### src/rtl/upc_pkg.sv
// Shared types, character constants and helper functions for the URL percent codec.
// Used by upc_front, upc_queue, upc_back and url_percent_codec_core; no other dependencies.
`timescale 1ns / 1ps

package upc_pkg;

  localparam logic [7:0] CharPlus    = 8'h2B;
  localparam logic [7:0] CharPercent = 8'h25;
  localparam logic [7:0] CharSpace   = 8'h20;
  localparam logic [7:0] CharTilde   = 8'h7E;
  localparam logic [7:0] CharDash    = 8'h2D;
  localparam logic [7:0] CharUnder   = 8'h5F;
  localparam logic [7:0] CharDot     = 8'h2E;
  localparam logic [7:0] HexDigitOff = 8'd48;
  localparam logic [7:0] HexAlphaOff = 8'd55;
  localparam logic [4:0] HexInvalid  = 5'd16;

  // One queued piece of work: a single result, or a byte to be escaped as three results.
  typedef struct packed {
    logic       triple;
    logic [7:0] data;
    logic       err;
    logic       eos;
  } entry_t;

  function automatic logic [7:0] hex_char(input logic [3:0] v);
    logic [7:0] r;
    if (v > 4'd9) begin
      r = {4'd0, v} + HexAlphaOff;
    end else begin
      r = {4'd0, v} + HexDigitOff;
    end
    return r;
  endfunction

  // Returns 0..15, or HexInvalid when the byte is not a hex digit.
  function automatic logic [4:0] hex_value(input logic [7:0] c);
    logic [4:0] r;
    if (c inside {[8'h30:8'h39]}) begin
      r = 5'(c - 8'h30);
    end else if (c inside {[8'h41:8'h46]}) begin
      r = 5'(c - 8'h41 + 8'd10);
    end else if (c inside {[8'h61:8'h66]}) begin
      r = 5'(c - 8'h61 + 8'd10);
    end else begin
      r = HexInvalid;
    end
    return r;
  endfunction

  function automatic logic plain_char(input logic [7:0] c);
    return c inside {[8'h30:8'h39], [8'h41:8'h5A], [8'h61:8'h7A],
                     CharDash, CharUnder, CharDot, CharTilde};
  endfunction

endpackage

### src/rtl/upc_front.sv
// Front end of the URL percent codec: accepts input bytes, tracks the decode escape
// phase and classifies each byte into a queue entry. Depends on upc_pkg.
`timescale 1ns / 1ps

module upc_front (
  input  logic            clk_i,
  input  logic            rst_ni,
  input  logic            mode_i,
  input  logic            clear_i,
  input  logic            in_valid_i,
  input  logic [7:0]      in_data_i,
  input  logic            in_last_i,
  output logic            in_ready_o,
  input  logic            full_i,
  output logic            push_o,
  output upc_pkg::entry_t entry_o
);
  import upc_pkg::*;

  localparam logic [1:0] PhIdle = 2'd0;
  localparam logic [1:0] PhHigh = 2'd1;
  localparam logic [1:0] PhLow  = 2'd2;

  logic [1:0] phase_q, phase_d;
  logic [3:0] nib_q, nib_d;
  logic       accept;
  logic       emit;
  entry_t     entry;
  logic [4:0] hv;

  assign in_ready_o = !full_i;
  assign accept     = in_valid_i && !full_i;
  assign hv         = hex_value(in_data_i);

  always_comb begin
    phase_d      = phase_q;
    nib_d        = nib_q;
    emit         = 1'b0;
    entry.triple = 1'b0;
    entry.data   = in_data_i;
    entry.err    = 1'b0;
    entry.eos    = in_last_i;
    if (mode_i) begin
      emit = 1'b1;
      if (plain_char(in_data_i)) begin
        entry.data = in_data_i;
      end else if (in_data_i == CharSpace) begin
        entry.data = CharPlus;
      end else begin
        entry.triple = 1'b1;
      end
    end else begin
      case (phase_q)
        PhHigh: begin
          if (hv[4] || in_last_i) begin
            phase_d    = PhIdle;
            emit       = 1'b1;
            entry.err  = 1'b1;
            entry.data = 8'd0;
          end else begin
            nib_d   = hv[3:0];
            phase_d = PhLow;
          end
        end
        PhLow: begin
          phase_d = PhIdle;
          emit    = 1'b1;
          if (hv[4]) begin
            entry.err  = 1'b1;
            entry.data = 8'd0;
          end else begin
            entry.data = {nib_q, hv[3:0]};
          end
        end
        default: begin
          // Idle, and the unused fourth phase code behaves the same way.
          phase_d = PhIdle;
          if (in_data_i == CharPlus) begin
            emit       = 1'b1;
            entry.data = CharSpace;
          end else if (in_data_i == CharPercent) begin
            if (in_last_i) begin
              emit       = 1'b1;
              entry.err  = 1'b1;
              entry.data = 8'd0;
            end else begin
              phase_d = PhHigh;
            end
          end else begin
            emit = 1'b1;
          end
        end
      endcase
    end
  end

  assign push_o  = accept && emit;
  assign entry_o = entry;

  always_ff @(posedge clk_i or negedge rst_ni) begin
    if (!rst_ni) begin
      phase_q <= PhIdle;
      nib_q   <= 4'd0;
    end else if (clear_i) begin
      phase_q <= PhIdle;
      nib_q   <= 4'd0;
    end else if (accept) begin
      phase_q <= phase_d;
      nib_q   <= nib_d;
    end
  end

  // Encoding never touches the escape state.
  assert property (@(posedge clk_i) disable iff (!rst_ni)
    (accept && mode_i && !clear_i) |=> ($stable(phase_q) && $stable(nib_q)))
    else $error("escape state changed while encoding");

endmodule

### src/rtl/upc_queue.sv
// Short work queue between front and back of the URL percent codec, held in flops.
// Depends on upc_pkg for the entry type.
`timescale 1ns / 1ps

module upc_queue #(
  parameter int Depth = 2
) (
  input  logic            clk_i,
  input  logic            rst_ni,
  input  logic            push_i,
  input  upc_pkg::entry_t push_entry_i,
  input  logic            pop_i,
  output logic            full_o,
  output logic            head_valid_o,
  output upc_pkg::entry_t head_o
);
  import upc_pkg::*;

  localparam int PtrW = $clog2(Depth);
  localparam int CntW = $clog2(Depth + 1);

  entry_t            mem_q [Depth];
  logic [PtrW-1:0]   wr_q, rd_q;
  logic [CntW-1:0]   cnt_q;

  assign full_o       = (cnt_q == CntW'(Depth));
  assign head_valid_o = (cnt_q != '0);
  assign head_o       = mem_q[rd_q];

  always_ff @(posedge clk_i) begin
    if (push_i) begin
      mem_q[wr_q] <= push_entry_i;
    end
  end

  always_ff @(posedge clk_i or negedge rst_ni) begin
    if (!rst_ni) begin
      wr_q  <= '0;
      rd_q  <= '0;
      cnt_q <= '0;
    end else begin
      if (push_i) begin
        wr_q <= (wr_q == PtrW'(Depth - 1)) ? '0 : wr_q + 1'b1;
      end
      if (pop_i) begin
        rd_q <= (rd_q == PtrW'(Depth - 1)) ? '0 : rd_q + 1'b1;
      end
      if (push_i && !pop_i) begin
        cnt_q <= cnt_q + 1'b1;
      end else if (pop_i && !push_i) begin
        cnt_q <= cnt_q - 1'b1;
      end
    end
  end

  assert property (@(posedge clk_i) disable iff (!rst_ni)
    (push_i |-> !full_o) and (pop_i |-> head_valid_o))
    else $error("queue overflow or underflow");

endmodule

### src/rtl/upc_back.sv
// Back end of the URL percent codec: drains queue entries and sequences them into
// result beats through a registered output stage. Depends on upc_pkg.
`timescale 1ns / 1ps

module upc_back (
  input  logic            clk_i,
  input  logic            rst_ni,
  input  logic            head_valid_i,
  input  upc_pkg::entry_t head_i,
  output logic            pop_o,
  output logic            out_valid_o,
  input  logic            out_ready_i,
  output logic [7:0]      out_data_o,
  output logic            out_err_o,
  output logic            out_last_o,
  output logic            out_done_o
);
  import upc_pkg::*;

  localparam logic [1:0] BeatPct = 2'd0;
  localparam logic [1:0] BeatHi  = 2'd1;
  localparam logic [1:0] BeatLo  = 2'd2;

  logic [1:0] beat_q, beat_d;
  logic       valid_q, valid_d;
  logic [7:0] data_q, data_d;
  logic       err_q, err_d, last_q, last_d, done_q, done_d;
  logic       load, final_beat;

  assign load       = head_valid_i && (!valid_q || out_ready_i);
  assign final_beat = !head_i.triple || (beat_q == BeatLo);
  assign pop_o      = load && final_beat;

  always_comb begin
    beat_d  = beat_q;
    valid_d = valid_q && !out_ready_i;
    data_d  = data_q;
    err_d   = err_q;
    last_d  = last_q;
    done_d  = done_q;
    if (load) begin
      valid_d = 1'b1;
      beat_d  = final_beat ? BeatPct : beat_q + 1'b1;
      err_d   = head_i.err;
      last_d  = final_beat;
      done_d  = final_beat && head_i.eos;
      if (head_i.triple) begin
        case (beat_q)
          BeatPct: data_d = CharPercent;
          BeatHi:  data_d = hex_char(head_i.data[7:4]);
          default: data_d = hex_char(head_i.data[3:0]);
        endcase
      end else begin
        data_d = head_i.data;
      end
    end
  end

  always_ff @(posedge clk_i or negedge rst_ni) begin
    if (!rst_ni) begin
      beat_q  <= BeatPct;
      valid_q <= 1'b0;
    end else begin
      beat_q  <= beat_d;
      valid_q <= valid_d;
    end
  end

  always_ff @(posedge clk_i) begin
    data_q <= data_d;
    err_q  <= err_d;
    last_q <= last_d;
    done_q <= done_d;
  end

  assign out_valid_o = valid_q;
  assign out_data_o  = data_q;
  assign out_err_o   = err_q;
  assign out_last_o  = last_q;
  assign out_done_o  = done_q;

  // A beat sequence in flight belongs to an escape entry still at the queue head.
  assert property (@(posedge clk_i) disable iff (!rst_ni)
    (beat_q != BeatPct) |-> (head_valid_i && head_i.triple))
    else $error("escape sequence lost its queue entry");

  assert property (@(posedge clk_i) disable iff (!rst_ni)
    (valid_q && done_q) |-> last_q)
    else $error("string end flagged on a beat that is not the last of its byte");

  assert property (@(posedge clk_i) disable iff (!rst_ni)
    (valid_q && err_q) |-> (data_q == 8'd0))
    else $error("error result carries a nonzero byte");

endmodule

### src/rtl/url_percent_codec_core.sv
// URL percent codec, form-urlencoded style: one byte per cycle in when not stalled, percent
// escapes out (encode) or bytes out of escapes (decode). A user can take in one byte every
// clock as long as the result side keeps up; the back end emits one result per cycle while the
// output is ready, so an escaped byte in encode mode occupies the output for three results, and
// a decode byte that only opens or continues an escape is taken in without any output. The
// output beat sequencer sets the sustained rate; a two-entry queue between front and back lets
// the input keep flowing while a result waits. A byte's first result passes the queue and the
// output register. Writing the mode register clears any pending escape.
// Depends on upc_pkg, upc_front, upc_queue and upc_back.
`timescale 1ns / 1ps

module url_percent_codec_core #(
  parameter int QueueDepth = 2
) (
  input  logic        clk_i,
  input  logic        rst_ni,
  // Input stream.
  input  logic        s_axis_tvalid,
  output logic        s_axis_tready,
  input  logic [7:0]  s_axis_tdata,   // [7:0] in_byte
  input  logic        s_axis_tlast,   // end_of_string
  // Result stream.
  output logic        m_axis_tvalid,
  input  logic        m_axis_tready,
  output logic [7:0]  m_axis_tdata,   // [7:0] out_byte
  output logic        m_axis_tlast,   // last_of_run
  output logic [1:0]  m_axis_tuser,   // [0] error, [1] string_done
  // Configuration port.
  input  logic        psel,
  input  logic        penable,
  input  logic        pwrite,
  input  logic [2:0]  paddr,
  input  logic [31:0] pwdata,
  output logic [31:0] prdata,
  output logic        pready
);
  import upc_pkg::*;

  localparam logic RegMode = 1'b0;

  logic   mode_q;
  logic   cfg_we;
  logic   push, pop, full, head_valid;
  entry_t push_entry, head;

  assign pready = 1'b1;
  assign cfg_we = psel && penable && pwrite && (paddr[2] == RegMode);
  assign prdata = (paddr[2] == RegMode) ? {31'd0, mode_q} : 32'd0;

  always_ff @(posedge clk_i or negedge rst_ni) begin
    if (!rst_ni) begin
      mode_q <= 1'b0;
    end else if (cfg_we) begin
      mode_q <= pwdata[0];
    end
  end

  upc_front u_front (
    .clk_i      (clk_i),
    .rst_ni     (rst_ni),
    .mode_i     (mode_q),
    .clear_i    (cfg_we),
    .in_valid_i (s_axis_tvalid),
    .in_data_i  (s_axis_tdata),
    .in_last_i  (s_axis_tlast),
    .in_ready_o (s_axis_tready),
    .full_i     (full),
    .push_o     (push),
    .entry_o    (push_entry)
  );

  upc_queue #(
    .Depth (QueueDepth)
  ) u_queue (
    .clk_i        (clk_i),
    .rst_ni       (rst_ni),
    .push_i       (push),
    .push_entry_i (push_entry),
    .pop_i        (pop),
    .full_o       (full),
    .head_valid_o (head_valid),
    .head_o       (head)
  );

  upc_back u_back (
    .clk_i        (clk_i),
    .rst_ni       (rst_ni),
    .head_valid_i (head_valid),
    .head_i       (head),
    .pop_o        (pop),
    .out_valid_o  (m_axis_tvalid),
    .out_ready_i  (m_axis_tready),
    .out_data_o   (m_axis_tdata),
    .out_err_o    (m_axis_tuser[0]),
    .out_last_o   (m_axis_tlast),
    .out_done_o   (m_axis_tuser[1])
  );

endmodule
### config.mk
export PLATFORM = sky130hd
export DESIGN_NAME = url_percent_codec_core
export DESIGN_NICKNAME = d
export VERILOG_FILES = /design/src/rtl/upc_pkg.sv /design/src/rtl/upc_front.sv /design/src/rtl/upc_queue.sv /design/src/rtl/upc_back.sv /design/src/rtl/url_percent_codec_core.sv
export SDC_FILE = /design/constraint.sdc
export NUM_CORES = 1
export LEC_CHECK = 0
export BUFFER_PORTS_ARGS = -buffer_cell sky130_fd_sc_hd__buf_2
export CORE_MARGIN = 2
export CORE_UTILIZATION = 43
export CTS_BUF_LIST = sky130_fd_sc_hd__clkbuf_8
export DETAILED_ROUTE_END_ITERATION = 7
export PLACE_DENSITY = 0.71
export SETUP_SLACK_MARGIN = 0.2
export SYNTH_ARGS = -nofsm -noshare
export SYNTH_HDL_FRONTEND = slang
export SYNTH_SLANG_ARGS = --single-unit
### constraint.sdc
create_clock -name clk_i -period 3.25 [get_ports clk_i]
set_input_delay 0.1625 -clock clk_i [delete_from_list [all_inputs] [get_ports clk_i]]
set_output_delay 0.1625 -clock clk_i [all_outputs]
set_load 0.05 [all_outputs]
Yosys cells after proc, flatten, opt, wreduce, memory -nomap -nowiden
Memory sizes are Yosys's and may differ from the RTL's.
Index checks and enable logic that the tools add are counted.
{"block": "totals", "elab_cells": 135, "romBits": 0, "latchBits": 0, "output_inout_bits": 46, "in_bits": 51, "mem_bits_rw": 22, "mem_count": 1, "ff_bits": 25}
{"memory": "u_queue.mem_q", "words": 2, "word_bits": 11, "rd": 1, "rd_ports_with_merged_regs": 0, "wr": 1, "line_no": "upc_queue.sv:22", "text": "entry_t mem_q [Depth];"}
{"block": "classes", "n_mul": 0, "n_eq_ne": 14, "add_sub_neg": 14, "n_div": 0, "shift": 0, "n_reduce_logical": 33, "bitwise_logic": 1, "magnitude_cmp": 10, "muxes": 50}
{"op": "2-to-1 mux 8 bit", "n": 8}
{"op": "== test 8 x 6 -> 1 bit, second input constant", "n": 5}
{"op": "less-or-equal comparator 8 x 7 -> 1 bit, second input constant", "n": 4}
{"op": "adder 4 x 6 -> 7 bit, second input constant", "n": 4}
{"op": "2-to-1 mux 9 bit", "n": 3}
{"op": "2-to-1 mux 4 bit", "n": 5}
{"op": "2-to-1 mux 1 bit", "n": 18}
{"op": "2-to-1 mux 2 bit", "n": 9}
{"op": "case mux 9 bit (2 select lines)", "n": 1}
{"op": "== test 8 x 7 -> 1 bit, second input constant", "n": 2}
{"op": "greater-or-equal comparator 8 x 7 -> 1 bit, second input constant", "n": 2}
{"op": "logical AND 1 bit", "n": 16}
{"op": "case mux 8 bit (2 select lines)", "n": 1}
{"op": "2-to-1 mux 5 bit", "n": 3}
{"op": "adder 5 x 4 -> 5 bit, second input constant", "n": 2}
{"op": "subtractor 5 x 1 -> 5 bit, second input constant", "n": 2}
{"op": "greater-or-equal comparator 8 x 6 -> 1 bit, second input constant", "n": 1}
{"op": "> comparator 4 bit, second input constant", "n": 2}
{"op": "less-or-equal comparator 8 x 6 -> 1 bit, second input constant", "n": 1}
{"op": "nonzero test 2 bit", "n": 4}
{"op": "nonzero test 7 bit", "n": 1}
{"op": "== test 2 bit, second input constant", "n": 3}
{"op": "zero test 1 bit", "n": 6}
{"op": "subtractor 5 bit, second input constant", "n": 1}
{"op": "other kinds (13)", "n": 18}

Logic depth before layout (Yosys ltp)
{"block": "depth", "ltp_word": 14, "mapped_depth": 10, "depth_no_buf": 10}

Hierarchy
Synthesis repeated with hierarchy kept, for this count alone.
{"block": "hier_totals", "cells_unflattened": 304, "area_unflattened_um2": 3231.8}
{"mod": "upc_front", "instances": 1, "seq_area_each_um2": 150.1, "area_each_um2": 1023.5, "cells_each": 133}
{"mod": "upc_queue", "instances": 1, "seq_area_each_um2": 760.7, "area_each_um2": 1018.5, "cells_each": 50}
{"mod": "upc_back", "instances": 1, "seq_area_each_um2": 405.4, "area_each_um2": 879.6, "cells_each": 83}
{"mod": "url_percent_codec_core", "instances": 1, "seq_area_each_um2": 25.0, "area_each_um2": 310.3, "cells_each": 38}

Least setup slack after synthesis
No wires, ideal clock.
{"block": "synth_timing", "kind": "register -> register", "from": "reg u_front.phase_q[0]", "to": "mem u_queue.mem_q[0][0] (netlist name), enable pin", "required_time_ns": 2.870, "setup_ns": 0.380, "path_slack_ns": 0.788, "arrival_time_ns": 2.082, "stages_incl_launch_ff": 8, "path_buffers": 1, "synth_period_minus_slack_ns": 2.462, "path_cell_list": "dfrtp_1 inv_1 ha_1 clkbuf_1 a311oi_1 nand2_1 o211ai_1 nor2b_1"}
{"block": "synth_via", "elab_chain_cells": 6, "word_cells_on_any_way": 7, "classes_between": "2 x eq/ne; 4 x mux; 1 x reduce/logical"}
{"element": "from (decl)", "line_no": "upc_front.sv:24", "text": "logic [1:0] phase_q, phase_d;"}
{"element": "from (signal assigned)", "line_no": "upc_front.sv:102", "text": "phase_q <= PhIdle;"}
{"element": "from (signal assigned)", "line_no": "upc_front.sv:105", "text": "phase_q <= PhIdle;"}
{"element": "from (signal assigned)", "line_no": "upc_front.sv:108", "text": "phase_q <= phase_d;"}
{"element": "== test 2 bit / == test 2 x 1 -> 1 bit (equally long branches)", "line_no": "upc_front.sv:53", "text": "case (phase_q)"}
{"element": "case mux 1 bit (2 select lines) (*)", "line_no": "upc_front.sv:53"}
{"element": "2-to-1 mux 1 bit (*)", "line_no": "upc_front.sv:43", "text": "if (mode_i) begin"}
{"element": "logical AND 1 bit (*)", "line_no": "upc_front.sv:97", "text": "assign push_o = accept && emit;"}
{"element": "net push", "line_no": "url_percent_codec_core.sv:43", "text": "logic push, pop, full, head_valid;"}
{"element": "2-to-1 mux 1 bit (*)", "line_no": "upc_queue.sv:31", "text": "if (push_i) begin"}
{"element": "2-to-1 mux 1 bit (implied by the code) (*)", "line_no": "upc_queue.sv:32", "text": "mem_q[wr_q] <= push_entry_i;"}
{"element": "to (decl)", "line_no": "upc_queue.sv:22"}
Mark *: on every way through the listed nets, which the timed path passes. The rest lies on a longest branch.

Worst setup path after layout
{"block": "layout_timing", "from": "reg u_queue.rd_q", "to": "reg u_back.data_q[1], in the netlist u_back.out_data_o[1] (data pin)"}
{"block": "layout_via", "elab_chain_cells": 5, "word_cells_on_any_way": 11, "classes_between": "4 x add/sub; 2 x order compare; 4 x mux; 1 x memory"}
{"element": "from (decl)", "line_no": "upc_queue.sv:23", "text": "logic [PtrW-1:0] wr_q, rd_q;"}
{"element": "from (signal assigned)", "line_no": "upc_queue.sv:46", "text": "rd_q <= (rd_q == PtrW'(Depth - 1)) ? '0 : rd_q + 1'b1;"}
{"element": "memory read (2 x 11 bit) (*)"}
{"element": "adder 4 x 6 -> 7 bit (tied with other cells)", "line_no": "upc_pkg.sv:31", "text": "r = {4'd0, v} + HexDigitOff;"}
{"element": "2-to-1 mux 8 bit", "line_no": "upc_pkg.sv:28", "text": "if (v > 4'd9) begin"}
{"element": "case mux 8 bit (2 select lines)", "line_no": "upc_back.sv:48", "text": "case (beat_q)"}
{"element": "2-to-1 mux 8 bit (*)", "line_no": "upc_back.sv:47", "text": "if (head_i.triple) begin"}
{"element": "to (signal assigned)", "line_no": "upc_back.sv:70", "text": "data_q <= data_d;"}
{"element": "to (decl)", "line_no": "upc_back.sv:26", "text": "logic [7:0] data_q, data_d;"}
Mark *: on every way between the ends. The rest lies on a longest branch, timed or not.
A chain may end at the register's enable or synchronous reset.

==> flow_summary.toml <==
[finish]
fin_util_pct = 48.2
final_nets = 384
area_growth_pct = 7.77
layout.cells.non_filler = 416
drive_gt1_share_pct = 17.8
diodes = 0

[critical_path]
worst_r2r_path_depth = 7
cp-end-kind = "register"
cp.arrival_ps = 2560
r2r_start = "u_queue.rd_q"
cp-start-kind = "register"
required_ps = 3290
cp_max_fo = 12
reg2reg_to = "u_back.out_data_o[1]"
ff2ff_setup_slack_ps = 730
critical_path_class = "reg2reg"

[die]
die_area_sq_mm = 0.00780
start_util_pct = 44.8
ioPinCount = 97
rows = 30
core_sq_mm = 0.00683
die_w_um = 88.3
fp.dieH_um = 88.3

[logic_synthesis]
avgSynthCellArea_sq_um = 10.5
syn_inst = 292
ys_seq_area_share_pct = 43.9
synth_cell_types = 59
synth_top_area_cell = "edfxtp_1"
synthTopCellsByArea = "edfxtp_1, dfrtp_1, buf_4"
synth_top_area_share_pct = 32.4
yosysWarnings = 0
ys_ff_latch = 47
synthFlopType = "edfxtp_1"
synth_edf_count = 33
syn-cell-area_sq_mm = 0.00306
ys_async_sr_fraction_pct = 29.8

[clock_network]
cts_buffers = 5
clock-sinks = 47
post_cts_resized = 0
cts_root_buf = "clkbuf_8"
clkSlewWorstSetupHoldPaths_ps = 90
clockBufferDepth = 2
cts_tree = "yes"
clock_latency_ps = 300
htree_levels = 2

[detailed_routing]
dr.pass1.iters = 4
routedWlPerCell_um = 12.9
viasPerCell = 5.05
drtIter0Drc = 60
drt_wl_total_um = 5380
dr_total_vias = 2102
post-route-drc-count = 0
ant_nets = 0

[placement]
dp.cells = 407
gp_congestion = 0.916
hpwl_um = 4060
dp_slack_ps = 551
io_buffer_count = 31

[job]
maxCapViolations = 0

[power]
peakVddDrop_mv = 0.351
power.density_mw_per_mm2 = 825
p_int_mw = 1.58
power_frac_comb_pct = 45.5
p_clk_share_pct = 18.1
sequentialPowerShare_pct = 36.4
power_mw = 2.72
p_switching_mw = 1.14
power_leakage_nw = 1.37
p_sw_share_pct = 41.9

[worst_hold_path]
min_path_type = "in2reg"
min_to = "mode_q"
hold_path.startpoint = "pwdata[0]"
whs_path_depth = 2

[timing]
slew-limit-headroom_pct = 55.8
rsz0062_at_grt = "no"
final-setup-viol-count = 0
finalCriticalPeriod_ps = 2520
finalHoldViolations = 0
skew_ps = 7.77
fin_setup_tns_ps = 0
fmax_mhz = 397
setup_ws_ps = 732
slew_violations = 0
worstMarginPinSlew_ps = 663
min_period_over_period_pct = 77.5

[global_routing]
grt_pass1_vias = 1885
grt_overflow_total = 0
grtUsageTotal_pct = 14.3
grt_antenna_before_repair = 0
grt_max_degree = 17
grt_pass1_wl_um = 8640

[run_status]
run_status = "finished clean"
worst max-delay path, cell delays in order, from the launching register on:
cell	delay, ps
dfrtp_1	690
mux2i_1	470
ha_1	240
nor2_1	70
o21ai_0	370
mux2i_1	140
a2bb2oi_1	190
o22ai_1	100
power by group through the flow:
stage	logic, mW	registers [mW]	clock network, mW
after floorplan	0.854	1.19	0
after global placement	1.22	1.00	0
after detailed placement	1.24	1.01	0
after CTS	1.25	0.993	0.500
after global routing	1.36	1.01	0.522
final	1.24	0.989	0.493
stage by stage:
step | cell area (sq um) | hold WS (ps)
floorplan | 3170 | -133
global placement | 3150 | 80.3
detailed placement | 3150 | 89.6
CTS | 3300 | 79.8
global route | 3300 | 84.0
finish | 3300 | 87.0
state kept, by name, indices dropped and copies added (netlist names):
| signal | count |
|---|---|
| u_front.phase_q | 2 |
| u_queue.wr_q | 1 |
| u_front.nib_q | 4 |
| u_back.out_last_o | 1 |
| u_queue.cnt_q | 2 |
| u_back.beat_q | 2 |
| u_queue.rd_q | 1 |
| u_back.out_valid_o | 1 |
| mode_q | 1 |
| u_queue.mem_q | 22 |
| u_back.out_done_o | 1 |
| u_back.out_data_o | 8 |
| u_back.out_err_o | 1 |
area by class of cell:
cell class | count | area [sq um]
fillers | 653 | 3540
multi-input cells | 212 | 1450
flip-flops and latches | 47 | 1340
repair buffers | 34 | 180
well taps | 96 | 120
inverters | 19 | 71.3
clock buffers | 5 | 68.8
clock inverters | 3 | 63.8
kinds of logic after synthesis:
kind of cell / Yosys count / synth area share (%)
AND/OR/NAND/NOR: 72 / 13.5
AO/OA/AOI/OAI: 67 / 15.4
buffers and inverters: 63 / 12.4
flip-flops: 47 / 43.9
multiplexers: 19 / 6.51
adder cells (fa/ha/maj): 14 / 5.73
XOR/XNOR: 8 / 2.29
other: 2 / 0.246
cells in the final DEF, fill, tap and decap left out, types with 2 or more instances in the layout:
cell type and n:
a211oi_1 3, and2_1 2, dfrtp_1 14, clkbuf_8 5, mux2_2 7, nand2b_1 5
mux2i_1 12, o32ai_1 2, nor2b_1 4, buf_4 2, buf_2 31, bufinv_16 2
edfxtp_1 33, xor2_1 3, o211ai_1 3, ha_1 14, nand2_1 14, a31oi_1 3
o21a_1 2, a21o_1 3, xnor2_1 5, a22oi_1 3, o21ai_0 13, a22o_1 4
nand3_1 9, o22ai_1 4, a21oi_1 14, nor2_1 20, nor3b_1 2, conb_1 32
inv_1 20, nor3_1 2
layer usage:
| layer | up-vias | share of wire, % | GRT usage (%) | routed length, um |
|---|---|---|---|---|
| li1 | 1044 | - | - | - |
| met1 | 995 | 44 | 17.9 | 2350 |
| met2 | 55 | 51 | 24.9 | 2730 |
| met3 | 8 | 4.2 | 2.52 | 225 |
| met4 | 0 | 1.3 | 5.10 | 70 |
| met5 | - | 0 | 0 | 0 |
how the worst max path moves through the flow:
| stage | start | slack [ps] | endpoint |
|---|---|---|---|
| 2_1_floorplan | u_front.phase_q[0] | 790 | u_queue.mem_q[0][0] |
| 3_3_place_gp | s_axis_tdata[1] | 560 | u_queue.mem_q[1][1] |
| 3_5_place_dp | s_axis_tdata[0] | 550 | u_queue.mem_q[1][2] |
| 4_1_cts | u_queue.rd_q | 710 | u_back.out_data_o[1] |
| 5_1_grt | u_queue.rd_q | 410 | u_back.out_data_o[1] |
| 6_report | u_queue.rd_q | 730 | u_back.out_data_o[1] |
synthesized netlist by cell type, types with 3 or more instances:
cell type  instances
buf_4             35
edfxtp_1          33
nor2_1            20
inv_1             19
a21oi_1           14
dfrtp_1           14
ha_1              14
nand2_1           14
o21ai_0           13
mux2i_1           12
nand3_1            9
mux2_2             7
clkbuf_1           5
nand2b_1           5
xnor2_1            5
a22o_1             4
nor2b_1            4
o22ai_1            4
a211oi_1           3
a21o_1             3
a22oi_1            3
a31oi_1            3
buf_2              3
o211ai_1           3
xor2_1             3
timing repair:
action                                 CTS  global route
buffers inserted                         0             0
hold buffers                             1             0
endpoints found under the hold margin   14             0
No activity file was read; power rests on OpenSTA's default activity.
